[src/design/mabsg_pkg.sv]
// Shared types and constants of the multi-axis step generator.
// No dependencies; imported by every module of the block but the queue.
package mabsg_pkg;

    localparam int STEP_IN_W  = 31;
    localparam int POS_W      = 32;
    localparam int SEL_W      = 2;
    localparam int DIR_W      = 4;
    localparam int FIELD_AXES = 4;

    localparam int S_TDATA_W = 200;
    localparam int S_TUSER_W = 2;
    localparam int M_TDATA_W = 144;

    // Input beat layout
    localparam int S_STEPS_LSB = 0;
    localparam int S_EVENT_LSB = 124;
    localparam int S_DIRS_LSB  = 155;
    localparam int S_SEL_LSB   = 159;
    localparam int S_VALUE_LSB = 161;

    // Output beat layout
    localparam int M_STEPS_LSB = 0;
    localparam int M_DIRS_LSB  = 4;
    localparam int M_BUSY_BIT  = 8;
    localparam int M_POS_LSB   = 9;
    localparam int M_USED_W    = M_POS_LSB + FIELD_AXES * POS_W;

    typedef enum logic [1:0] {
        OP_LOAD    = 2'd0,
        OP_TICK    = 2'd1,
        OP_SET_POS = 2'd2,
        OP_ABORT   = 2'd3
    } t_op;

    typedef struct packed {
        t_op              op;
        logic [SEL_W-1:0] sel;
        logic             sel_ok;
        logic             ev_nonzero;
    } t_ctrl;

endpackage

[src/design/mabsg_front.sv]
// Front end: unpacks an input beat, clamps axis counts and classifies it.
// Depends on mabsg_pkg.
module mabsg_front #(
    parameter int NUM_AXES   = 4,
    parameter int COUNT_BITS = 31,
    parameter int STEP_W     = 31
) (
    input  logic [mabsg_pkg::S_TDATA_W-1:0] i_tdata,
    input  logic [mabsg_pkg::S_TUSER_W-1:0] i_tuser,
    output mabsg_pkg::t_ctrl                o_ctrl,
    output logic [NUM_AXES-1:0]             o_dirs,
    output logic [STEP_W-1:0]               o_steps [NUM_AXES],
    output logic [COUNT_BITS-1:0]           o_event,
    output logic [mabsg_pkg::POS_W-1:0]     o_value
);
    import mabsg_pkg::*;

    logic [SEL_W-1:0] sel;

    assign sel      = i_tdata[S_SEL_LSB +: SEL_W];
    assign o_event  = COUNT_BITS'(i_tdata[S_EVENT_LSB +: STEP_W]);
    assign o_value  = i_tdata[S_VALUE_LSB +: POS_W];

    assign o_ctrl.op         = t_op'(i_tuser);
    assign o_ctrl.sel        = sel;
    assign o_ctrl.sel_ok     = (int'(sel) < NUM_AXES);
    assign o_ctrl.ev_nonzero = |o_event;

    for (genvar a = 0; a < NUM_AXES; a++) begin : g_axis
        if (a < FIELD_AXES) begin : g_field
            logic [STEP_W-1:0] s_in;
            // An axis never steps more often than once per event.
            assign s_in       = i_tdata[S_STEPS_LSB + a * STEP_IN_W +: STEP_W];
            assign o_steps[a] = (COUNT_BITS'(s_in) > o_event) ? o_event[STEP_W-1:0] : s_in;
            assign o_dirs[a]  = i_tdata[S_DIRS_LSB + a];
        end else begin : g_extra
            assign o_steps[a] = '0;
            assign o_dirs[a]  = 1'b0;
        end
    end

endmodule

[src/design/mabsg_queue.sv]
// Short register queue between the front and back ends.
// No package dependencies.
module mabsg_queue #(
    parameter int W     = 8,
    parameter int DEPTH = 2
) (
    input  logic         i_clk,
    input  logic         i_rst_n,
    input  logic         i_push,
    input  logic [W-1:0] i_data,
    output logic         o_full,
    input  logic         i_pop,
    output logic         o_valid,
    output logic [W-1:0] o_data
);
    localparam int PW = (DEPTH > 1) ? $clog2(DEPTH) : 1;
    localparam int CW = $clog2(DEPTH + 1);

    logic [W-1:0]  r_mem [DEPTH];
    logic [PW-1:0] r_wptr, n_wptr;
    logic [PW-1:0] r_rptr, n_rptr;
    logic [CW-1:0] r_count, n_count;

    assign o_full  = (r_count == CW'(DEPTH));
    assign o_valid = (r_count != '0);
    assign o_data  = r_mem[r_rptr];

    always_comb begin
        n_wptr  = r_wptr;
        n_rptr  = r_rptr;
        n_count = r_count;
        if (i_push) begin
            n_wptr = (r_wptr == PW'(DEPTH - 1)) ? '0 : r_wptr + PW'(1);
        end
        if (i_pop) begin
            n_rptr = (r_rptr == PW'(DEPTH - 1)) ? '0 : r_rptr + PW'(1);
        end
        if (i_push && !i_pop) begin
            n_count = r_count + CW'(1);
        end else if (!i_push && i_pop) begin
            n_count = r_count - CW'(1);
        end
    end

    always_ff @(posedge i_clk) begin
        if (!i_rst_n) begin
            r_wptr  <= '0;
            r_rptr  <= '0;
            r_count <= '0;
        end else begin
            r_wptr  <= n_wptr;
            r_rptr  <= n_rptr;
            r_count <= n_count;
        end
    end

    always_ff @(posedge i_clk) begin
        if (i_push) begin
            r_mem[r_wptr] <= i_data;
        end
    end

endmodule

[src/design/mabsg_back.sv]
// Back end: move state, per-axis error accumulators and the result register.
// Depends on mabsg_pkg.
module mabsg_back #(
    parameter int NUM_AXES   = 4,
    parameter int COUNT_BITS = 31,
    parameter int STEP_W     = 31
) (
    input  logic                            i_clk,
    input  logic                            i_rst_n,
    input  logic                            i_valid,
    output logic                            o_pop,
    input  mabsg_pkg::t_ctrl                i_ctrl,
    input  logic [NUM_AXES-1:0]             i_dirs,
    input  logic [STEP_W-1:0]               i_steps [NUM_AXES],
    input  logic [COUNT_BITS-1:0]           i_event,
    input  logic [mabsg_pkg::POS_W-1:0]     i_value,
    input  logic [mabsg_pkg::DIR_W-1:0]     i_inv_mask,
    output logic                            o_m_tvalid,
    input  logic                            i_m_tready,
    output logic [mabsg_pkg::M_TDATA_W-1:0] o_m_tdata,
    output logic                            o_m_tlast
);
    import mabsg_pkg::*;

    localparam int AW = COUNT_BITS + 1;

    logic [AW-1:0]         r_accum [NUM_AXES], n_accum [NUM_AXES];
    logic [STEP_W-1:0]     r_steps [NUM_AXES], n_steps [NUM_AXES];
    logic [POS_W-1:0]      r_pos   [NUM_AXES], n_pos   [NUM_AXES];
    logic [COUNT_BITS-1:0] r_total, n_total;
    logic [COUNT_BITS-1:0] r_done_cnt, n_done_cnt;
    logic [NUM_AXES-1:0]   r_dir, n_dir;
    logic                  r_active, n_active;
    logic                  r_out_valid, n_out_valid;
    logic [M_TDATA_W-1:0]  r_out_data, n_out_data;
    logic                  r_out_last;

    logic [AW-1:0]         sum [NUM_AXES];
    logic [AW-1:0]         half_neg;
    logic [NUM_AXES-1:0]   step_vec;
    logic                  done_flag;

    logic [FIELD_AXES-1:0] out_steps;
    logic [FIELD_AXES-1:0] out_dirs;
    logic [POS_W-1:0]      out_pos [FIELD_AXES];

    assign o_pop    = i_valid && (!r_out_valid || i_m_tready);
    assign half_neg = '0 - {2'b00, i_event[COUNT_BITS-1:1]};

    always_comb begin
        n_accum    = r_accum;
        n_steps    = r_steps;
        n_pos      = r_pos;
        n_total    = r_total;
        n_done_cnt = r_done_cnt;
        n_dir      = r_dir;
        n_active   = r_active;
        step_vec   = '0;
        done_flag  = 1'b0;
        for (int a = 0; a < NUM_AXES; a++) begin
            sum[a] = r_accum[a] + AW'(r_steps[a]);
        end
        case (i_ctrl.op)
            OP_LOAD: begin
                n_total    = i_event;
                n_done_cnt = '0;
                n_dir      = i_dirs;
                n_active   = i_ctrl.ev_nonzero;
                for (int a = 0; a < NUM_AXES; a++) begin
                    n_steps[a] = i_steps[a];
                    n_accum[a] = half_neg;
                end
            end
            OP_TICK: begin
                if (r_active) begin
                    for (int a = 0; a < NUM_AXES; a++) begin
                        n_accum[a] = sum[a];
                        if (!sum[a][AW-1] && (|sum[a])) begin
                            n_accum[a]  = sum[a] - AW'(r_total);
                            step_vec[a] = 1'b1;
                            n_pos[a]    = r_dir[a] ? r_pos[a] - POS_W'(1)
                                                   : r_pos[a] + POS_W'(1);
                        end
                    end
                    n_done_cnt = r_done_cnt + COUNT_BITS'(1);
                    if (n_done_cnt >= r_total) begin
                        n_active  = 1'b0;
                        done_flag = 1'b1;
                    end
                end
            end
            OP_SET_POS: begin
                for (int a = 0; a < NUM_AXES; a++) begin
                    if (i_ctrl.sel_ok && (int'(i_ctrl.sel) == a)) begin
                        n_pos[a] = i_value;
                    end
                end
            end
            OP_ABORT: begin
                n_active = 1'b0;
            end
            default: begin
                n_active = r_active;
            end
        endcase
    end

    for (genvar b = 0; b < FIELD_AXES; b++) begin : g_out
        if (b < NUM_AXES) begin : g_used
            assign out_steps[b] = step_vec[b];
            assign out_dirs[b]  = ~n_dir[b] ^ i_inv_mask[b];
            assign out_pos[b]   = n_pos[b];
        end else begin : g_unused
            assign out_steps[b] = 1'b0;
            assign out_dirs[b]  = i_inv_mask[b];
            assign out_pos[b]   = '0;
        end
    end

    assign n_out_data = {{(M_TDATA_W - M_USED_W){1'b0}},
                         out_pos[3], out_pos[2], out_pos[1], out_pos[0],
                         n_active, out_dirs, out_steps};

    always_comb begin
        n_out_valid = r_out_valid;
        if (o_pop) begin
            n_out_valid = 1'b1;
        end else if (i_m_tready) begin
            n_out_valid = 1'b0;
        end
    end

    always_ff @(posedge i_clk) begin
        if (!i_rst_n) begin
            r_total     <= '0;
            r_done_cnt  <= '0;
            r_dir       <= '0;
            r_active    <= 1'b0;
            r_out_valid <= 1'b0;
            for (int a = 0; a < NUM_AXES; a++) begin
                r_accum[a] <= '0;
                r_steps[a] <= '0;
                r_pos[a]   <= '0;
            end
        end else begin
            r_out_valid <= n_out_valid;
            if (o_pop) begin
                r_total    <= n_total;
                r_done_cnt <= n_done_cnt;
                r_dir      <= n_dir;
                r_active   <= n_active;
                r_accum    <= n_accum;
                r_steps    <= n_steps;
                r_pos      <= n_pos;
            end
        end
    end

    always_ff @(posedge i_clk) begin
        if (o_pop) begin
            r_out_data <= n_out_data;
            r_out_last <= done_flag;
        end
    end

    assign o_m_tvalid = r_out_valid;
    assign o_m_tdata  = r_out_data;
    assign o_m_tlast  = r_out_last;

endmodule

[src/design/multi_axis_bresenham_step_generator.sv]
// Top level of the multi-axis Bresenham step generator.
// Depends on mabsg_pkg, mabsg_front, mabsg_queue and mabsg_back.

// Every input beat produces exactly one result beat, in order. A load beat
// (tuser = load) starts a move: axis counts are clamped to the event count and
// each error accumulator starts at minus half the event count. Each tick beat
// of an active move adds every axis count to its accumulator; an axis whose
// accumulator turns positive steps once, moves its position by one and has the
// event count taken off again. The move finishes on its event-count tick, which
// the result marks with tlast. Set-position and abort beats act at once, also
// during a move. The block sustains one beat per clock while the queue has room:
// the front end decodes and clamps a beat in the cycle it is accepted, a
// two-entry queue holds it, and the back end carries it out once the result
// register is free or being taken, with one add, compare and subtract per
// axis, writing the result register. The input side only stalls once the
// result register is held and the queue is full.
// The direction mask register may be written only while no beat is in flight.
module multi_axis_bresenham_step_generator #(
    parameter int NUM_AXES   = 4,
    parameter int COUNT_BITS = 31
) (
    input  logic                            i_clk,
    input  logic                            i_rst_n,
    // steps_x, steps_y, steps_z, steps_e, event_count, move_dirs, axis_sel,
    // position_value, zero fill
    input  logic [mabsg_pkg::S_TDATA_W-1:0] i_s_tdata,
    // operation
    input  logic [mabsg_pkg::S_TUSER_W-1:0] i_s_tuser,
    input  logic                            i_s_tvalid,
    output logic                            o_s_tready,
    // step_bits, dir_levels, busy_res, pos_x, pos_y, pos_z, pos_e, zero fill
    output logic [mabsg_pkg::M_TDATA_W-1:0] o_m_tdata,
    // move_done
    output logic                            o_m_tlast,
    output logic                            o_m_tvalid,
    input  logic                            i_m_tready,
    input  logic                            i_cfg_wr_en,
    input  logic [mabsg_pkg::DIR_W-1:0]     i_cfg_wr_data
);
    import mabsg_pkg::*;

    // Clamped counts never exceed the narrower of the port and the counter.
    localparam int SW       = (COUNT_BITS < STEP_IN_W) ? COUNT_BITS : STEP_IN_W;
    localparam int CTRL_W   = $bits(t_ctrl);
    localparam int VAL_LSB  = 0;
    localparam int EV_LSB   = VAL_LSB + POS_W;
    localparam int STP_LSB  = EV_LSB + COUNT_BITS;
    localparam int DIR_LSB  = STP_LSB + NUM_AXES * SW;
    localparam int CTRL_LSB = DIR_LSB + NUM_AXES;
    localparam int QW       = CTRL_LSB + CTRL_W;

    logic [DIR_W-1:0]      r_inv_mask;

    t_ctrl                 f_ctrl, b_ctrl;
    logic [NUM_AXES-1:0]   f_dirs, b_dirs;
    logic [SW-1:0]         f_steps [NUM_AXES];
    logic [SW-1:0]         b_steps [NUM_AXES];
    logic [COUNT_BITS-1:0] f_event, b_event;
    logic [POS_W-1:0]      f_value, b_value;

    logic [QW-1:0]         q_in, q_out;
    logic                  q_full, q_valid, q_push, q_pop;

    // The direction inversion mask is the only software register.
    always_ff @(posedge i_clk) begin
        if (!i_rst_n) begin
            r_inv_mask <= '0;
        end else if (i_cfg_wr_en) begin
            r_inv_mask <= i_cfg_wr_data;
        end
    end

    mabsg_front #(
        .NUM_AXES   (NUM_AXES),
        .COUNT_BITS (COUNT_BITS),
        .STEP_W     (SW)
    ) u_front (
        .i_tdata (i_s_tdata),
        .i_tuser (i_s_tuser),
        .o_ctrl  (f_ctrl),
        .o_dirs  (f_dirs),
        .o_steps (f_steps),
        .o_event (f_event),
        .o_value (f_value)
    );

    // A beat is taken whenever the queue has room, independent of the back end.
    assign o_s_tready = !q_full;
    assign q_push     = i_s_tvalid && !q_full;

    assign q_in[VAL_LSB +: POS_W]       = f_value;
    assign q_in[EV_LSB +: COUNT_BITS]   = f_event;
    assign q_in[DIR_LSB +: NUM_AXES]    = f_dirs;
    assign q_in[CTRL_LSB +: CTRL_W]     = f_ctrl;
    assign b_value                      = q_out[VAL_LSB +: POS_W];
    assign b_event                      = q_out[EV_LSB +: COUNT_BITS];
    assign b_dirs                       = q_out[DIR_LSB +: NUM_AXES];
    assign b_ctrl                       = t_ctrl'(q_out[CTRL_LSB +: CTRL_W]);

    for (genvar a = 0; a < NUM_AXES; a++) begin : g_pack
        assign q_in[STP_LSB + a * SW +: SW] = f_steps[a];
        assign b_steps[a]                   = q_out[STP_LSB + a * SW +: SW];
    end

    mabsg_queue #(
        .W     (QW),
        .DEPTH (2)
    ) u_queue (
        .i_clk   (i_clk),
        .i_rst_n (i_rst_n),
        .i_push  (q_push),
        .i_data  (q_in),
        .o_full  (q_full),
        .i_pop   (q_pop),
        .o_valid (q_valid),
        .o_data  (q_out)
    );

    mabsg_back #(
        .NUM_AXES   (NUM_AXES),
        .COUNT_BITS (COUNT_BITS),
        .STEP_W     (SW)
    ) u_back (
        .i_clk      (i_clk),
        .i_rst_n    (i_rst_n),
        .i_valid    (q_valid),
        .o_pop      (q_pop),
        .i_ctrl     (b_ctrl),
        .i_dirs     (b_dirs),
        .i_steps    (b_steps),
        .i_event    (b_event),
        .i_value    (b_value),
        .i_inv_mask (r_inv_mask),
        .o_m_tvalid (o_m_tvalid),
        .i_m_tready (i_m_tready),
        .o_m_tdata  (o_m_tdata),
        .o_m_tlast  (o_m_tlast)
    );

endmodule

[config.mk]
export PLATFORM = sky130hd
export DESIGN_NAME = multi_axis_bresenham_step_generator
export DESIGN_NICKNAME = d
export VERILOG_FILES = /design/src/design/mabsg_pkg.sv /design/src/design/mabsg_front.sv /design/src/design/mabsg_queue.sv /design/src/design/mabsg_back.sv /design/src/design/multi_axis_bresenham_step_generator.sv
export SDC_FILE = /design/constraint.sdc
export NUM_CORES = 2
export LEC_CHECK = 0
export BUFFER_PORTS_ARGS = -buffer_cell sky130_fd_sc_hd__buf_2
export CAP_MARGIN = 10
export CORE_MARGIN = 2
export CORE_UTILIZATION = 40
export CTS_CLUSTER_DIAMETER = 40
export DETAILED_ROUTE_END_ITERATION = 16
export GPL_ROUTABILITY_DRIVEN = 0
export MAX_ROUTING_LAYER = met4
export PLACE_DENSITY_LB_ADDON = 0.1
export SLEW_MARGIN = 10
export SYNTH_ARGS = -nofsm -noshare
export SYNTH_HDL_FRONTEND = slang
export SYNTH_HIERARCHICAL = 1
export SYNTH_SLANG_ARGS = --single-unit
[constraint.sdc]
create_clock -name i_clk -period 21.8 [get_ports i_clk]
set_input_delay 4.36 -clock i_clk [delete_from_list [all_inputs] [get_ports i_clk]]
set_output_delay 4.36 -clock i_clk [all_outputs]
set_load 0.05 [all_outputs]
==> flow_summary.toml <==
[global_route]
grt_pass1_wl_mm = 348
grt_pass1_vias = 56100
use_met2_pct = 45.5
track_usage_pct = 27.8
grt_max_degree = 153
antenna_found_initial = 6
use_met1_pct = 33.5
use_met3_pct = 3.44
top_usage_layer = "met2"
gr-total-overflow = 0

[yosys]
synth.area.top_cells = "edfxtp_1, dfxtp_1, ha_1"
synth_top_area_share_pct = 23.8
syn_area_sq_um = 67100
yosysWarnings = 6
synth_seq_cells = 989
synth_most_common_cell = "nand2_1"
synthCells = 7265
synth_cell_types = 101
async_flop_share_pct = 0
netlist_top_cells_count = "nand2_1, a21oi_1, edfxtp_1"
synth_top_area_cell = "edfxtp_1"
synth_edf_count = 532
synthFlopType = "edfxtp_1"
seq_area_frac_synth_pct = 37.4
synth_area_per_cell_sq_um = 9.24

[die]
die_x_microns = 414
ioPinCount = 358
start_util_pct = 40.2
core-area_sq_um = 167000
rows = 150
die_h_microns = 414
dieArea_sq_um = 171000

[critical_path]
required_ns = 22.35
slowest_delay_ns = 0.85
reg2reg_from = "u_back/r_accum[97]"
path_max_fanout = 16
rrSetupSlack_ns = 14.70
rr_worst_depth = 17
critPathSlowestCell = "nor4_1"
arrival_ns = 8.21
setup.worst_path.start_class = "input port"
crit_chain = "buf_2 > inv_1 > ha_1 > nand4_1 > nor4_1 > and3b_1 > a22oi_2 > buf_4 > mux2_1"
path_depth = 9
crit_family = "simple AND/OR/NAND/NOR gates"
critPathKind = "in2reg"
path_buf_inv = 3
reg2reg_to = "u_back/o_m_tdata[39]"
end_kind = "flop"

[clock_tree]
cts_sinks = 989
htree_num_levels = 4
cts_tree = "built"
clk_pin_slew_ns = 0.05
clockBufferDepth = 3
hold_buffers = 0
clk_latency_ns = 0.85
ctsResizeCount = 0
cts_buffers = 194
postCtsSetupBuffers = 0
root_buffer = "clkbuf_16"

[timing]
slew_headroom_pct = 21.0
skew_ns = 0.0655
layout_min_cycle_time_ns = 7.66
drv_slew = 0
worstMarginPinSlew_ns = 1.16
finalCritPeriodShare_pct = 35.2
setup_tns_ns = 0
rsz0062_at_grt = "no"
fmax_ghz = 0.130
finalHoldViolCount = 0
setup_viol = 0

[final_layout]
utilization_pct = 46.5
layout-drive-gt1-share_pct = 15.1
design_area_sq_um = 77600
area_growth_syn_to_layout_pct = 15.6
nNetsFinal = 8239

[power_and_ir_drop]
power_leakage_nw = 31.8
vdd_ir_drop_max_mv = 0.100
p_per_area_nw_per_um2 = 164

[drt]
avgRoutedWirePerCell_microns = 24.0
firstDrtPassIters = 6
avgViaCountPerCell = 5.85
routed_wl_mm = 237
drtIter0Drc = 4421
remaining_drc_errors = 0
antenna_left = 0
num_vias = 57700

[placement]
hpwl_mm = 173
numPortBuffers = 343
placed_area_sq_um = 70400

[min_path]
hp-class = "reg2reg"
whs_path_depth = 2
hold_end = "u_back/r_total[8]"
hp-start = "u_back/r_total[8]"

[run]
max-cap-violations = 0

[run_status]
status = "finished clean"
power breakdown:
part           switching, mW  leakage [nW]  internal, mW
Clock                   1.14          3.42          2.06
Sequential             0.251          8.74          2.50
Combinational           4.28          19.6          2.46
Total                   5.67          31.8          7.02
flip-flops by register name, summed over array words and instances, names as in the netlist, named ones only:
name	count
u_back/r_total	31
u_back/r_accum	128
u_queue/r_mem	394
u_queue/r_count	2
u_back/r_steps	124
u_back/o_m_tdata	137
u_back/o_m_tlast	1
u_back/r_pos	128
u_back/r_active	1
u_back/o_m_tvalid	1
r_inv_mask	4
u_back/r_done_cnt	31
u_queue/r_wptr	1
u_back/r_dir	4
u_queue/r_rptr	1
area by class of cell:
type                    instances  area (sq um)
clock buffers                 235          5210
fillers                     15800         89300
flip-flops and latches        989         25100
diodes                          6          15.0
clock inverters               133          1920
repair buffers                428          2400
inverters                     211           807
well taps                    2204          2760
multi-input cells            5663         39300
kinds of logic (layout without fill, tap and decap cells):
logic type / after synthesis / after routing / synth area share (%)
buffers and inverters: 619 / 1007 / 4.22
and+or+nand+nor: 2014 / 2014 / 13.8
AOI/OAI and AO/OA: 2277 / 2277 / 21.2
muxes: 459 / 459 / 8.43
xor gates and xnor gates: 364 / 364 / 4.75
adders and majority gates: 541 / 541 / 10.2
other: 2 / 14 / 0.0112
DFF: 989 / 989 / 37.4
worst max path at each step:
stage	startpoint	endpoint	slack, ns
6_report	i_s_tdata[128]	u_queue/r_mem[1][160]	14.14
5_1_grt	i_s_tdata[128]	u_queue/r_mem[1][156]	14.09
4_1_cts	i_s_tdata[128]	u_queue/r_mem[1][156]	14.20
3_5_place_dp	i_s_tdata[128]	u_queue/r_mem[0][156]	13.30
3_3_place_gp	i_s_tdata[128]	u_queue/r_mem[0][156]	13.33
2_1_floorplan	i_s_tvalid	u_queue/r_wptr	7.75
tightest hold or removal path: stages (launching register included):
cell and delay [ns]:
dfxtp_1 0.30, nand2_1 0.05, a21oi_1 0.05
stage by stage:
step / instances / setup WS (ns) / hold slack, ns / power [mW]
after floorplan: 7271 / 7.75 / 0.436 / 7.62
after detailed placement: 9495 / 13.30 / 0.447 / 9.40
after global placement: 9495 / 13.33 / 0.442 / 9.35
final: 9869 / 14.14 / 0.452 / 12.7
after CTS: 9863 / 14.20 / 0.453 / 12.7
after global routing: 9864 / 14.09 / 0.468 / 13.4
placed cells by master, fill, tap and decap left out, types with 27 or more instances in the layout:
cell type | synthesis | final
clkbuf_16 | 0 | 196
or3_1 | 37 | 37
nand3_1 | 128 | 128
a21oi_1 | 817 | 816
o21a_1 | 84 | 84
and3_1 | 55 | 54
o21bai_1 | 35 | 34
dfxtp_1 | 457 | 456
xor2_1 | 143 | 143
nor2_1 | 479 | 473
edfxtp_1 | 532 | 532
a221oi_1 | 31 | 31
ha_1 | 529 | 526
nand4_1 | 73 | 73
nand2b_1 | 60 | 60
xnor2_1 | 221 | 221
nor3_1 | 116 | 116
mux2_2 | 117 | 117
nor2b_1 | 50 | 48
and2_1 | 44 | 43
mux2_1 | 94 | 94
buf_2 | 36 | 342
a22oi_1 | 41 | 39
a21o_1 | 179 | 179
o211ai_1 | 48 | 48
buf_4 | 79 | 82
a31oi_1 | 61 | 60
nand2_1 | 820 | 818
mux2_4 | 160 | 160
nor4_1 | 38 | 38
o21ai_0 | 522 | 521
bufinv_16 | 0 | 27
mux2i_1 | 88 | 88
a211oi_1 | 58 | 58
inv_1 | 207 | 205
o31ai_1 | 36 | 36
a221o_1 | 34 | 34
layer usage:
layer | vias to the layer above | wire length, microns
li1 | 27400 | -
met1 | 27800 | 98400
met2 | 2095 | 111000
met3 | 501 | 13500
met4 | 0 | 13700
met5 | - | 0
Note: power is estimated with default switching activity, not from simulation.
